==> src/sv/psrb_pkg.sv <==
// Shared constants, codes and handshake types of the per-source request buffer.
package psrb_pkg;

	localparam int NUM_SLOTS    = 8;
	localparam int SLOT_DEPTH   = 16;
	localparam int SHARED_DEPTH = 64;

	localparam int SLOT_W  = $clog2(NUM_SLOTS);
	localparam int SPOS_W  = $clog2(SLOT_DEPTH);
	localparam int SLEN_W  = $clog2(SLOT_DEPTH + 1);
	localparam int SHPOS_W = $clog2(SHARED_DEPTH);
	localparam int REQ_AW  = SLOT_W + SPOS_W;

	// Fixed field widths of the request and response words.
	localparam int MODE_W   = 2;
	localparam int ID_W     = 8;
	localparam int TAG_W    = 16;
	localparam int SIDX_W   = 3;
	localparam int EIDX_W   = 6;
	localparam int STATUS_W = 3;
	localparam int QLEN_W   = 7;
	localparam int SCNT_W   = 4;
	localparam int POS_W    = EIDX_W;

	localparam int CFG_IDX_W  = 1;
	localparam int CFG_DATA_W = 1;

	localparam logic [CFG_IDX_W-1:0] CFG_PER_MODE = 1'b0;
	localparam logic [CFG_IDX_W-1:0] CFG_DIVERT   = 1'b1;

	localparam logic [MODE_W-1:0] MODE_INSERT = 2'd0;
	localparam logic [MODE_W-1:0] MODE_FETCH  = 2'd1;
	localparam logic [MODE_W-1:0] MODE_REMOVE = 2'd2;

	localparam logic [STATUS_W-1:0] STS_DONE     = 3'd0;
	localparam logic [STATUS_W-1:0] STS_EMPTY    = 3'd1;
	localparam logic [STATUS_W-1:0] STS_DIVERTED = 3'd2;
	localparam logic [STATUS_W-1:0] STS_FULL     = 3'd3;
	localparam logic [STATUS_W-1:0] STS_BADIDX   = 3'd4;
	localparam logic [STATUS_W-1:0] STS_NOFETCH  = 3'd5;

	typedef enum logic [1:0] {
		ACT_RESULT = 2'd0,
		ACT_FETCH  = 2'd1,
		ACT_REMOVE = 2'd2
	} psrb_act_t;

	typedef struct packed {
		logic load;
		logic decide;
		logic move_rd;
		logic move_wr;
		logic emit;
	} psrb_cmd_t;

	typedef struct packed {
		psrb_act_t act;
		logic      move_more;
		logic      out_free;
	} psrb_sts_t;

endpackage

==> src/sv/psrb_ctrl.sv <==
// Controller state machine of the per-source request buffer.
module psrb_ctrl import psrb_pkg::*; (
	input  logic      clk,
	input  logic      arst_n,
	input  logic      req_valid,
	output logic      req_stall,
	input  psrb_sts_t sts,
	output psrb_cmd_t cmd
);

	typedef enum logic [4:0] {
		S_IDLE    = 5'b00001,
		S_DECIDE  = 5'b00010,
		S_MOVE_RD = 5'b00100,
		S_MOVE_WR = 5'b01000,
		S_FINISH  = 5'b10000
	} state_t;

	state_t state_q;
	state_t state_nx;

	assign req_stall = (state_q != S_IDLE);

	always_comb begin
		state_nx = state_q;
		cmd      = '0;
		case (state_q)
			S_IDLE: begin
				cmd.load = req_valid;
				if (req_valid) begin
					state_nx = S_DECIDE;
				end
			end
			S_DECIDE: begin
				cmd.decide = 1'b1;
				state_nx   = (sts.act == ACT_REMOVE) ? S_MOVE_RD : S_FINISH;
			end
			S_MOVE_RD: begin
				// Each step reads the entry behind the gap, then writes it one place down.
				if (sts.move_more) begin
					cmd.move_rd = 1'b1;
					state_nx    = S_MOVE_WR;
				end else begin
					state_nx = S_FINISH;
				end
			end
			S_MOVE_WR: begin
				cmd.move_wr = 1'b1;
				state_nx    = S_MOVE_RD;
			end
			S_FINISH: begin
				if (sts.out_free) begin
					cmd.emit = 1'b1;
					state_nx = S_IDLE;
				end
			end
			default: begin
				state_nx = S_IDLE;
			end
		endcase
	end

	always_ff @(posedge clk or negedge arst_n) begin
		if (!arst_n) begin
			state_q <= S_IDLE;
		end else begin
			state_q <= state_nx;
		end
	end

endmodule

==> src/sv/psrb_dp.sv <==
// Datapath of the per-source request buffer: queues, lengths, slot table and result register.
module psrb_dp import psrb_pkg::*; (
	input  logic                  clk,
	input  logic                  arst_n,
	input  logic                  cfg_we,
	input  logic [CFG_IDX_W-1:0]  cfg_index,
	input  logic [CFG_DATA_W-1:0] cfg_data,
	input  logic [MODE_W-1:0]     mode,
	input  logic [ID_W-1:0]       requestor_id,
	input  logic                  is_write,
	input  logic [TAG_W-1:0]      request_tag,
	input  logic [SIDX_W-1:0]     slot_index,
	input  logic [EIDX_W-1:0]     entry_index,
	input  psrb_cmd_t             cmd,
	output psrb_sts_t             sts,
	input  logic                  rsp_stall,
	output logic                  rsp_valid,
	output logic [STATUS_W-1:0]   status,
	output logic [TAG_W-1:0]      found_tag,
	output logic [QLEN_W-1:0]     queue_length,
	output logic [SCNT_W-1:0]     slot_count
);

	// Configuration.
	logic per_mode_q;
	logic divert_q;

	// Latched request word.
	logic [MODE_W-1:0] mode_q;
	logic [ID_W-1:0]   id_q;
	logic              wr_q;
	logic [TAG_W-1:0]  tag_q;
	logic [SIDX_W-1:0] sidx_q;
	logic [EIDX_W-1:0] eidx_q;

	// Queue state.
	logic [ID_W-1:0]   owner_q [NUM_SLOTS];
	logic [SLEN_W-1:0] slen_q [NUM_SLOTS];
	logic [SCNT_W-1:0] slots_used_q;
	logic [QLEN_W-1:0] shlen_q;
	logic [TAG_W-1:0]  req_mem [NUM_SLOTS * SLOT_DEPTH];
	logic [TAG_W-1:0]  sh_mem [SHARED_DEPTH];
	logic [TAG_W-1:0]  req_rd_q;
	logic [TAG_W-1:0]  sh_rd_q;

	// Place of the last successful fetch.
	logic              rec_valid_q;
	logic              rec_kind_q;
	logic [SLOT_W-1:0] rec_slot_q;
	logic [POS_W-1:0]  rec_pos_q;

	// Pending result and compaction pointer.
	logic [STATUS_W-1:0] res_status_q;
	logic [QLEN_W-1:0]   res_len_q;
	logic                res_fetch_q;
	logic                res_kind_q;
	logic [POS_W-1:0]    mv_q;
	logic [POS_W-1:0]    mv_end_q;
	logic                mv_kind_q;
	logic [SLOT_W-1:0]   mv_slot_q;
	logic [POS_W-1:0]    mv_nx;

	// Response register.
	logic                rsp_valid_q;
	logic [STATUS_W-1:0] status_q;
	logic [TAG_W-1:0]    found_tag_q;
	logic [QLEN_W-1:0]   qlen_q;
	logic [SCNT_W-1:0]   scnt_q;

	// Decision logic.
	logic              hit;
	logic [SLOT_W-1:0] hit_slot;
	logic [SLOT_W-1:0] ins_slot;
	logic [SLEN_W-1:0] ins_len;
	logic [QLEN_W-1:0] fetch_len;
	logic [QLEN_W-1:0] rem_len;
	psrb_act_t         d_act;
	logic [STATUS_W-1:0] d_status;
	logic [QLEN_W-1:0] d_len;
	logic              d_req_we;
	logic              d_sh_we;
	logic              d_new_slot;

	always_comb begin
		hit      = 1'b0;
		hit_slot = '0;
		// Walk downward so the lowest matching slot wins.
		for (int s = NUM_SLOTS - 1; s >= 0; s--) begin
			if (SCNT_W'(s) < slots_used_q && owner_q[s] == id_q) begin
				hit      = 1'b1;
				hit_slot = SLOT_W'(s);
			end
		end
	end

	assign ins_slot  = hit ? hit_slot : slots_used_q[SLOT_W-1:0];
	assign ins_len   = hit ? slen_q[ins_slot] : '0;
	assign fetch_len = per_mode_q ? QLEN_W'(slen_q[sidx_q]) : shlen_q;
	assign rem_len   = rec_kind_q ? QLEN_W'(slen_q[rec_slot_q]) : shlen_q;
	assign mv_nx     = mv_q + POS_W'(1);

	always_comb begin
		d_act      = ACT_RESULT;
		d_status   = STS_BADIDX;
		d_len      = '0;
		d_req_we   = 1'b0;
		d_sh_we    = 1'b0;
		d_new_slot = 1'b0;
		case (mode_q)
			MODE_INSERT: begin
				if (divert_q && wr_q) begin
					d_status = STS_DIVERTED;
				end else if (per_mode_q) begin
					if (!hit && slots_used_q == SCNT_W'(NUM_SLOTS)) begin
						d_status = STS_FULL;
					end else if (ins_len == SLEN_W'(SLOT_DEPTH)) begin
						d_status = STS_FULL;
						d_len    = QLEN_W'(SLOT_DEPTH);
					end else begin
						d_status   = STS_DONE;
						d_len      = QLEN_W'(ins_len) + QLEN_W'(1);
						d_req_we   = 1'b1;
						d_new_slot = !hit;
					end
				end else if (shlen_q == QLEN_W'(SHARED_DEPTH)) begin
					d_status = STS_FULL;
					d_len    = QLEN_W'(SHARED_DEPTH);
				end else begin
					d_status = STS_DONE;
					d_len    = shlen_q + QLEN_W'(1);
					d_sh_we  = 1'b1;
				end
			end
			MODE_FETCH: begin
				if (per_mode_q && SCNT_W'(sidx_q) >= slots_used_q) begin
					d_status = STS_BADIDX;
				end else if (fetch_len == '0) begin
					d_status = STS_EMPTY;
				end else if (QLEN_W'(eidx_q) >= fetch_len) begin
					d_status = STS_BADIDX;
					d_len    = fetch_len;
				end else begin
					d_act    = ACT_FETCH;
					d_status = STS_DONE;
					d_len    = fetch_len;
				end
			end
			MODE_REMOVE: begin
				if (!rec_valid_q) begin
					d_status = STS_NOFETCH;
				end else if (QLEN_W'(rec_pos_q) >= rem_len) begin
					d_status = STS_BADIDX;
					d_len    = rem_len;
				end else begin
					d_act    = ACT_REMOVE;
					d_status = STS_DONE;
					d_len    = rem_len - QLEN_W'(1);
				end
			end
			default: begin
				d_status = STS_BADIDX;
			end
		endcase
	end

	assign sts.act       = d_act;
	assign sts.move_more = (mv_q != mv_end_q);
	assign sts.out_free  = !rsp_valid_q || !rsp_stall;

	always_ff @(posedge clk or negedge arst_n) begin
		if (!arst_n) begin
			per_mode_q <= 1'b0;
			divert_q   <= 1'b0;
		end else if (cfg_we) begin
			case (cfg_index)
				CFG_PER_MODE: per_mode_q <= cfg_data[0];
				CFG_DIVERT:   divert_q   <= cfg_data[0];
				default: begin
				end
			endcase
		end
	end

	always_ff @(posedge clk) begin
		if (cmd.load) begin
			mode_q <= mode;
			id_q   <= requestor_id;
			wr_q   <= is_write;
			tag_q  <= request_tag;
			sidx_q <= slot_index;
			eidx_q <= entry_index;
		end
	end

	always_ff @(posedge clk) begin
		if (cmd.decide && d_new_slot) begin
			owner_q[ins_slot] <= id_q;
		end
	end

	always_ff @(posedge clk or negedge arst_n) begin
		if (!arst_n) begin
			slots_used_q <= '0;
			shlen_q      <= '0;
			rec_valid_q  <= 1'b0;
			rec_kind_q   <= 1'b0;
			rec_slot_q   <= '0;
			rec_pos_q    <= '0;
			for (int s = 0; s < NUM_SLOTS; s++) begin
				slen_q[s] <= '0;
			end
		end else if (cmd.decide) begin
			if (d_new_slot) begin
				slots_used_q <= slots_used_q + SCNT_W'(1);
			end
			if (d_req_we) begin
				slen_q[ins_slot] <= ins_len + SLEN_W'(1);
			end
			if (d_sh_we) begin
				shlen_q <= shlen_q + QLEN_W'(1);
			end
			if (d_act == ACT_FETCH) begin
				rec_valid_q <= 1'b1;
				rec_kind_q  <= per_mode_q;
				rec_slot_q  <= sidx_q;
				rec_pos_q   <= eidx_q;
			end
			// The length drops at once; the compaction that follows uses its own bound.
			if (d_act == ACT_REMOVE) begin
				if (rec_kind_q) begin
					slen_q[rec_slot_q] <= slen_q[rec_slot_q] - SLEN_W'(1);
				end else begin
					shlen_q <= shlen_q - QLEN_W'(1);
				end
			end
		end
	end

	always_ff @(posedge clk) begin
		if (cmd.decide) begin
			res_status_q <= d_status;
			res_len_q    <= d_len;
			res_fetch_q  <= (d_act == ACT_FETCH);
			res_kind_q   <= per_mode_q;
			mv_q         <= rec_pos_q;
			mv_end_q     <= POS_W'(rem_len - QLEN_W'(1));
			mv_kind_q    <= rec_kind_q;
			mv_slot_q    <= rec_slot_q;
		end else if (cmd.move_wr) begin
			mv_q <= mv_nx;
		end
	end

	always_ff @(posedge clk) begin
		if (cmd.decide && d_req_we) begin
			req_mem[{ins_slot, ins_len[SPOS_W-1:0]}] <= tag_q;
		end else if (cmd.move_wr && mv_kind_q) begin
			req_mem[{mv_slot_q, mv_q[SPOS_W-1:0]}] <= req_rd_q;
		end
		if (cmd.decide && d_act == ACT_FETCH) begin
			req_rd_q <= req_mem[{sidx_q, eidx_q[SPOS_W-1:0]}];
		end else if (cmd.move_rd) begin
			req_rd_q <= req_mem[{mv_slot_q, mv_nx[SPOS_W-1:0]}];
		end
	end

	always_ff @(posedge clk) begin
		if (cmd.decide && d_sh_we) begin
			sh_mem[shlen_q[SHPOS_W-1:0]] <= tag_q;
		end else if (cmd.move_wr && !mv_kind_q) begin
			sh_mem[mv_q[SHPOS_W-1:0]] <= sh_rd_q;
		end
		if (cmd.decide && d_act == ACT_FETCH) begin
			sh_rd_q <= sh_mem[eidx_q[SHPOS_W-1:0]];
		end else if (cmd.move_rd) begin
			sh_rd_q <= sh_mem[mv_nx[SHPOS_W-1:0]];
		end
	end

	always_ff @(posedge clk or negedge arst_n) begin
		if (!arst_n) begin
			rsp_valid_q <= 1'b0;
		end else if (cmd.emit) begin
			rsp_valid_q <= 1'b1;
		end else if (!rsp_stall) begin
			rsp_valid_q <= 1'b0;
		end
	end

	always_ff @(posedge clk) begin
		if (cmd.emit) begin
			status_q    <= res_status_q;
			found_tag_q <= res_fetch_q ? (res_kind_q ? req_rd_q : sh_rd_q) : '0;
			qlen_q      <= res_len_q;
			scnt_q      <= slots_used_q;
		end
	end

	assign rsp_valid    = rsp_valid_q;
	assign status       = status_q;
	assign found_tag    = found_tag_q;
	assign queue_length = qlen_q;
	assign slot_count   = scnt_q;

endmodule

==> src/sv/per_source_request_buffer.sv <==
// Per-source request buffer: request channel in, one response word per request out.
// A request word (mode, requestor_id, is_write, request_tag, slot_index,
// entry_index) is taken when req_valid is high and req_stall is low. Every
// request word yields exactly one response word (status, found_tag,
// queue_length, slot_count), offered with rsp_valid and taken when rsp_stall
// is low. Requests are handled one at a time: req_stall stays high from the
// cycle after a request is taken until its response is in the output register.
// Insert, fetch and rejected requests go through a decide state and a finish
// state, which loads the output register. A remove that is done also compacts
// the queue between those two states through its single-ported entry memory,
// with a read step and a write step for each entry behind the removed one.
// While the receiver stalls, the response word holds; the block may take one
// more request and finishes it, but holds it until the output register frees.
// Reset clears the configuration, all queue lengths, the slot count and the
// fetch record; stored entries are not cleared, since only written places are read.
// Configuration writes through cfg_we/cfg_index/cfg_data take effect at once
// and are meant to happen while no request is in flight.
module per_source_request_buffer import psrb_pkg::*; (
	input  logic                  clk,
	input  logic                  arst_n,
	input  logic                  cfg_we,
	input  logic [CFG_IDX_W-1:0]  cfg_index,
	input  logic [CFG_DATA_W-1:0] cfg_data,
	input  logic                  req_valid,
	output logic                  req_stall,
	input  logic [MODE_W-1:0]     mode,
	input  logic [ID_W-1:0]       requestor_id,
	input  logic                  is_write,
	input  logic [TAG_W-1:0]      request_tag,
	input  logic [SIDX_W-1:0]     slot_index,
	input  logic [EIDX_W-1:0]     entry_index,
	output logic                  rsp_valid,
	input  logic                  rsp_stall,
	output logic [STATUS_W-1:0]   status,
	output logic [TAG_W-1:0]      found_tag,
	output logic [QLEN_W-1:0]     queue_length,
	output logic [SCNT_W-1:0]     slot_count
);

	psrb_cmd_t cmd;
	psrb_sts_t sts;

	psrb_ctrl u_ctrl (
		.clk       (clk),
		.arst_n    (arst_n),
		.req_valid (req_valid),
		.req_stall (req_stall),
		.sts       (sts),
		.cmd       (cmd)
	);

	psrb_dp u_dp (
		.clk          (clk),
		.arst_n       (arst_n),
		.cfg_we       (cfg_we),
		.cfg_index    (cfg_index),
		.cfg_data     (cfg_data),
		.mode         (mode),
		.requestor_id (requestor_id),
		.is_write     (is_write),
		.request_tag  (request_tag),
		.slot_index   (slot_index),
		.entry_index  (entry_index),
		.cmd          (cmd),
		.sts          (sts),
		.rsp_stall    (rsp_stall),
		.rsp_valid    (rsp_valid),
		.status       (status),
		.found_tag    (found_tag),
		.queue_length (queue_length),
		.slot_count   (slot_count)
	);

endmodule

==> config.mk <==
export PLATFORM = sky130hd
export DESIGN_NAME = per_source_request_buffer
export DESIGN_NICKNAME = d
export VERILOG_FILES = /design/src/sv/psrb_pkg.sv /design/src/sv/psrb_ctrl.sv /design/src/sv/psrb_dp.sv /design/src/sv/per_source_request_buffer.sv
export SDC_FILE = /design/constraint.sdc
export NUM_CORES = 2
export LEC_CHECK = 0
export BUFFER_PORTS_ARGS = -buffer_cell sky130_fd_sc_hd__buf_2
export CAP_MARGIN = 25
export CORE_UTILIZATION = 35
export CTS_CLUSTER_DIAMETER = 30
export CTS_CLUSTER_SIZE = 10
export DETAILED_ROUTE_END_ITERATION = 10
export SLEW_MARGIN = 20
export SYNTH_ARGS = -nofsm -noshare
export SYNTH_HDL_FRONTEND = slang
export SYNTH_SLANG_ARGS = --single-unit
==> constraint.sdc <==
create_clock -name clk -period 7.57 [get_ports clk]
set_clock_uncertainty 0.1 [all_clocks]
set_input_delay 0.757 -clock clk [delete_from_list [all_inputs] [get_ports clk]]
set_output_delay 0.757 -clock clk [all_outputs]
set_load 0.02 [all_outputs]
==> results.tsv <==
metric	value	unit
power share of the combinational group	0.278	
Top FF cell, synth	edfxtp_1	
Fin. Hold Viols	0	
Cells after Synth	7245	
Peak VDD IR	0.000379	V
P_int	47.0	mW
status	finished, final reports clean	
kind of end point of the critical path	flop	
final instance area	188000	sq um
First DRT Iteration DRCs	12810	
CP max FO	33	
final count of pins violating max slew	0	
measured slew at the worst slew-check pin	1.15	ns
Synthesis Warnings	0	
drt via density	6.22	
CP Launch Type	flop	
Post-synth EDFFs	3262	
dpl ws	0.412	ns
die span in y	669	um
Achievable Freq	139	MHz
global-route wire length before repair	711000	um
Area Growth Syn to Fin	20.5	%
Sinks on Clock Net	3341	
Mapped Avg Cell Area	21.5	sq um
CP required	8.19	ns
Die W	669	um
Synth cell types	88	
CTS tree	built	
Hold Crit Class	input port to async pin	
Worst EP arrival	7.83	ns
non-filler instance count after layout	14216	
WL/cell	35.8	um
Setup CP Type	flop to flop	
register bit count reported by yosys	3341	
Pre-antenna DRT Iters	5	
Sw Pwr	21.3	mW
Clk pin slew, worst setup/hold paths	0.05	ns
min Tclk post-route	7.21	ns
Port Buffers	74	
num rows	244	
number of global-route vias before repair	88567	
sequential area share after synthesis	0.641	
Antenna Nets Post-Route	0	
Async S/R FF share, synth	0.0210	
Max Cap Violations	0	
placed insts	13031	
Synth Area in Compound Gates	0.0137	
total track usage	0.222	
final setup vio count	0	
Root Buffer	clkbuf_16	
main combinational cell family by area after synthesis	multiplexers	
switching fraction of total power	0.312	
total gr overflow	0	
Starting Density	0.352	
setup TNS	0	ns
latest clock arrival within the worst-skew pair	1.05	ns
CTS Buffer Depth	4	
Nets	7861	
Core Footprint	442000	sq um
Post-Synth XOR/XNOR Area	0.00574	
DRC violations left	0	
largest net degree at the start of global routing	129	
Static Leak	58.9	nW
Netlist Area Pre-Place	156000	sq um
Slew Limit Headroom	0.209	
initial antenna violation count	32	
unrepaired setup endpoints after global routing	false	
Post-Route WL	508000	um
Clk network pwr share	0.402	
routed vias	88452	
pwr/cell area	364	nW/um^2
htree depth	6	
share of cells above drive strength 1	0.461	
fraction of the mapped netlist area in adder cells	0.00233	
post-DP HPWL	321000	um
Worst Setup Slack, final	0.363	ns
part of the cycle the worst path needs	0.952	
placed inst area	166000	sq um
Die ar.	448000	sq um
synthesized net count	7317	
simple-gate portion of the synthesized area	0.0236	
setup bufs post-CTS	0	
RePlAce Congestion	0.921	
CTS Buf Count	610	
IO Count	75	
worst r2r path cells	21	
Flop pwr share	0.320	
post-synthesis mux area share	0.298	
[cells in the final DEF (no fill, tap or decap), types with 13 or more instances in the layout]
master | netlist | layout
dlygate4sd3_1 | 0 | 43
diode_2 | 0 | 20
clkbuf_1 | 392 | 49
nand2_4 | 0 | 30
clkbuf_16 | 0 | 622
mux2i_1 | 65 | 65
a21oi_1 | 76 | 74
nor2_1 | 154 | 88
xor2_1 | 28 | 26
a211oi_1 | 32 | 32
buf_2 | 20 | 74
nand4_1 | 20 | 20
clkinv_4 | 0 | 64
nand3_1 | 39 | 39
o22ai_1 | 15 | 15
nor2_2 | 3 | 67
nand2_1 | 228 | 195
mux2_2 | 40 | 40
o221a_2 | 13 | 13
xnor2_1 | 63 | 61
buf_12 | 0 | 51
nor2b_1 | 33 | 33
nor4_2 | 3 | 51
nor3_2 | 2 | 74
clkinvlp_4 | 0 | 60
inv_16 | 0 | 15
inv_1 | 42 | 40
a21o_1 | 14 | 13
bufinv_16 | 0 | 69
dfrtp_1 | 69 | 69
inv_6 | 0 | 50
nor3_1 | 105 | 33
edfxtp_1 | 3262 | 3262
buf_4 | 3 | 327
clkinv_1 | 0 | 65
nand2b_1 | 14 | 13
o21ai_0 | 32 | 30
mux4_2 | 2015 | 2015
clkinv_2 | 0 | 96
ha_1 | 29 | 28
[cell families after synthesis]
| family | Yosys count |
|---|---|
| AOI/OAI and AO/OA | 300 |
| muxes | 2120 |
| adders and majority gates | 29 |
| xor gates and xnor gates | 97 |
| DFF | 3341 |
| and+or+nand+nor | 741 |
| buffers and inverters | 617 |
[flip-flops by register name (all words and copies together) (netlist names), 3 cells and up, named ones only]
name               count
u_dp.slots_used_q      4
u_dp.shlen_q           7
u_dp.id_q              8
u_dp.mv_slot_q         3
u_dp.sidx_q            3
u_dp.status            3
u_ctrl.state_q         5
u_dp.mv_q              6
u_dp.res_status_q      3
u_dp.req_rd_q         16
u_dp.mv_end_q          6
u_dp.res_len_q         7
u_dp.rec_pos_q         6
u_dp.rec_slot_q        3
u_dp.sh_mem         1024
u_dp.slot_count        4
u_dp.sh_rd_q          16
u_dp.queue_length      7
u_dp.tag_q            16
u_dp.slen_q           40
u_dp.req_mem        2048
u_dp.owner_q          64
u_dp.found_tag        16
u_dp.eidx_q            6
[power by group through the flow]
stage          clock [mW]  combinational, mW  sequential, mW
5_1_grt              28.5               19.6            21.9
3_5_place_dp            0               18.8            22.2
6_report             27.5               19.0            21.9
4_1_cts              27.7               18.9            21.9
3_3_place_gp            0               18.8            22.2
2_1_floorplan           0               11.8            21.9
[final timing paths]
| path | endpoint | start | slack, ns |
|---|---|---|---|
| worst min-delay path | u_dp.slen_q[27] | arst_n | 0.12 |
| max in group asynchronous | u_ctrl.state_q[0] | arst_n | 6.62 |
| worst min register to register | u_dp.queue_length[1] | u_dp.res_len_q[1] | 0.32 |
| worst max register to register | u_dp.req_mem[40][13] | u_dp.id_q[1] | 0.36 |
| worst max-delay path | u_dp.req_mem[40][13] | u_dp.id_q[1] | 0.36 |
| min in group clk | u_dp.queue_length[1] | u_dp.res_len_q[1] | 0.32 |
[routing by layer]
| metal | GRT usage | vias to the layer above | routed length, um |
|---|---|---|---|
| met5 | 0 | - | 135 |
| met1 | 0.297 | 48369 | 192000 |
| met2 | 0.346 | 5735 | 238000 |
| met3 | 0.0603 | 982 | 54900 |
| li1 | - | 33352 | - |
| met4 | 0.0913 | 14 | 22800 |
[area by class of cell]
cell class / count / area (sq um)
clock buffer: 676 / 15800
multi-input combinational: 3287 / 54900
fill: 37591 / 255000
tap: 5904 / 7390
clock inverter: 439 / 5010
timing repair buffer: 505 / 4510
sequential: 3341 / 99900
inverter: 44 / 165
antenna: 20 / 50.0
[metrics by stage]
stage / utilization / hold WS, ns / power, mW
after global placement: 0.375 / 0.310 / 41.0
after floorplan: - / 0.300 / 33.7
after global routing: 0.424 / 0.135 / 70.0
final: 0.424 / 0.116 / 68.3
after detailed placement: 0.376 / 0.309 / 41.0
after CTS: 0.424 / 0.325 / 68.5
[timing repair]
item,CTS,global route
resized for setup,0,0
endpoints found under the hold margin,116,0
hold buffers,43,0
[Yosys cell counts (all sizes together) (5+ instances only)]
library cell / instances / area (sq um)
nand4: 20 / 125
o211ai: 9 / 72.6
a222oi: 5 / 50.1
a211oi: 35 / 285
or3: 8 / 50.1
nand2b: 14 / 87.6
mux2i: 65 / 651
nor2b: 33 / 206
a21oi: 77 / 389
a211o: 6 / 52.6
inv: 44 / 165
mux2: 40 / 450
nand2: 229 / 862
or4: 8 / 71.3
a22o: 5 / 43.8
a21o: 14 / 105
and3: 13 / 82.6
nor2: 158 / 608
a2bb2oi: 8 / 70.1
o22ai: 15 / 93.8
o221a: 13 / 146
and2: 7 / 43.8
or2: 8 / 50.1
xor2: 32 / 310
nand3: 39 / 195
ha: 29 / 363
mux4: 2015 / 45400
clkbuf: 393 / 1480
nor4: 67 / 513
a31oi: 13 / 81.3
o22a: 11 / 96.3
a221oi: 8 / 70.1
xnor2: 65 / 584
o21a: 7 / 52.6
buf: 180 / 772
o221ai: 5 / 43.8
o21ai: 35 / 179
dfrtp: 69 / 1730
a32oi: 5 / 58.8
dfxtp: 9 / 180
nor3: 107 / 546
o31ai: 6 / 45.0
nand3b: 7 / 52.6
nor3b: 15 / 113
edfxtp: 3262 / 98000
[worst max-delay path, stage by stage (launching register included)]
cell,delay [ns]
edfxtp_1,0.87
xor2_2,0.20
nor4_2,0.37
and3_1,0.38
a21oi_1,0.13
nor4_4,0.36
or2_1,0.28
mux2i_1,0.11
a211o_1,0.35
a211oi_4,0.47
inv_2,0.17
ha_1,0.25
o211ai_1,0.09
nor4_1,0.07
a41o_1,0.23
o211a_1,0.25
nor2_2,0.44
a32oi_4,0.36
buf_16,0.28
buf_12,0.22
nor4_2,0.51
buf_4,0.35
Power figures use the tool's default switching activity.
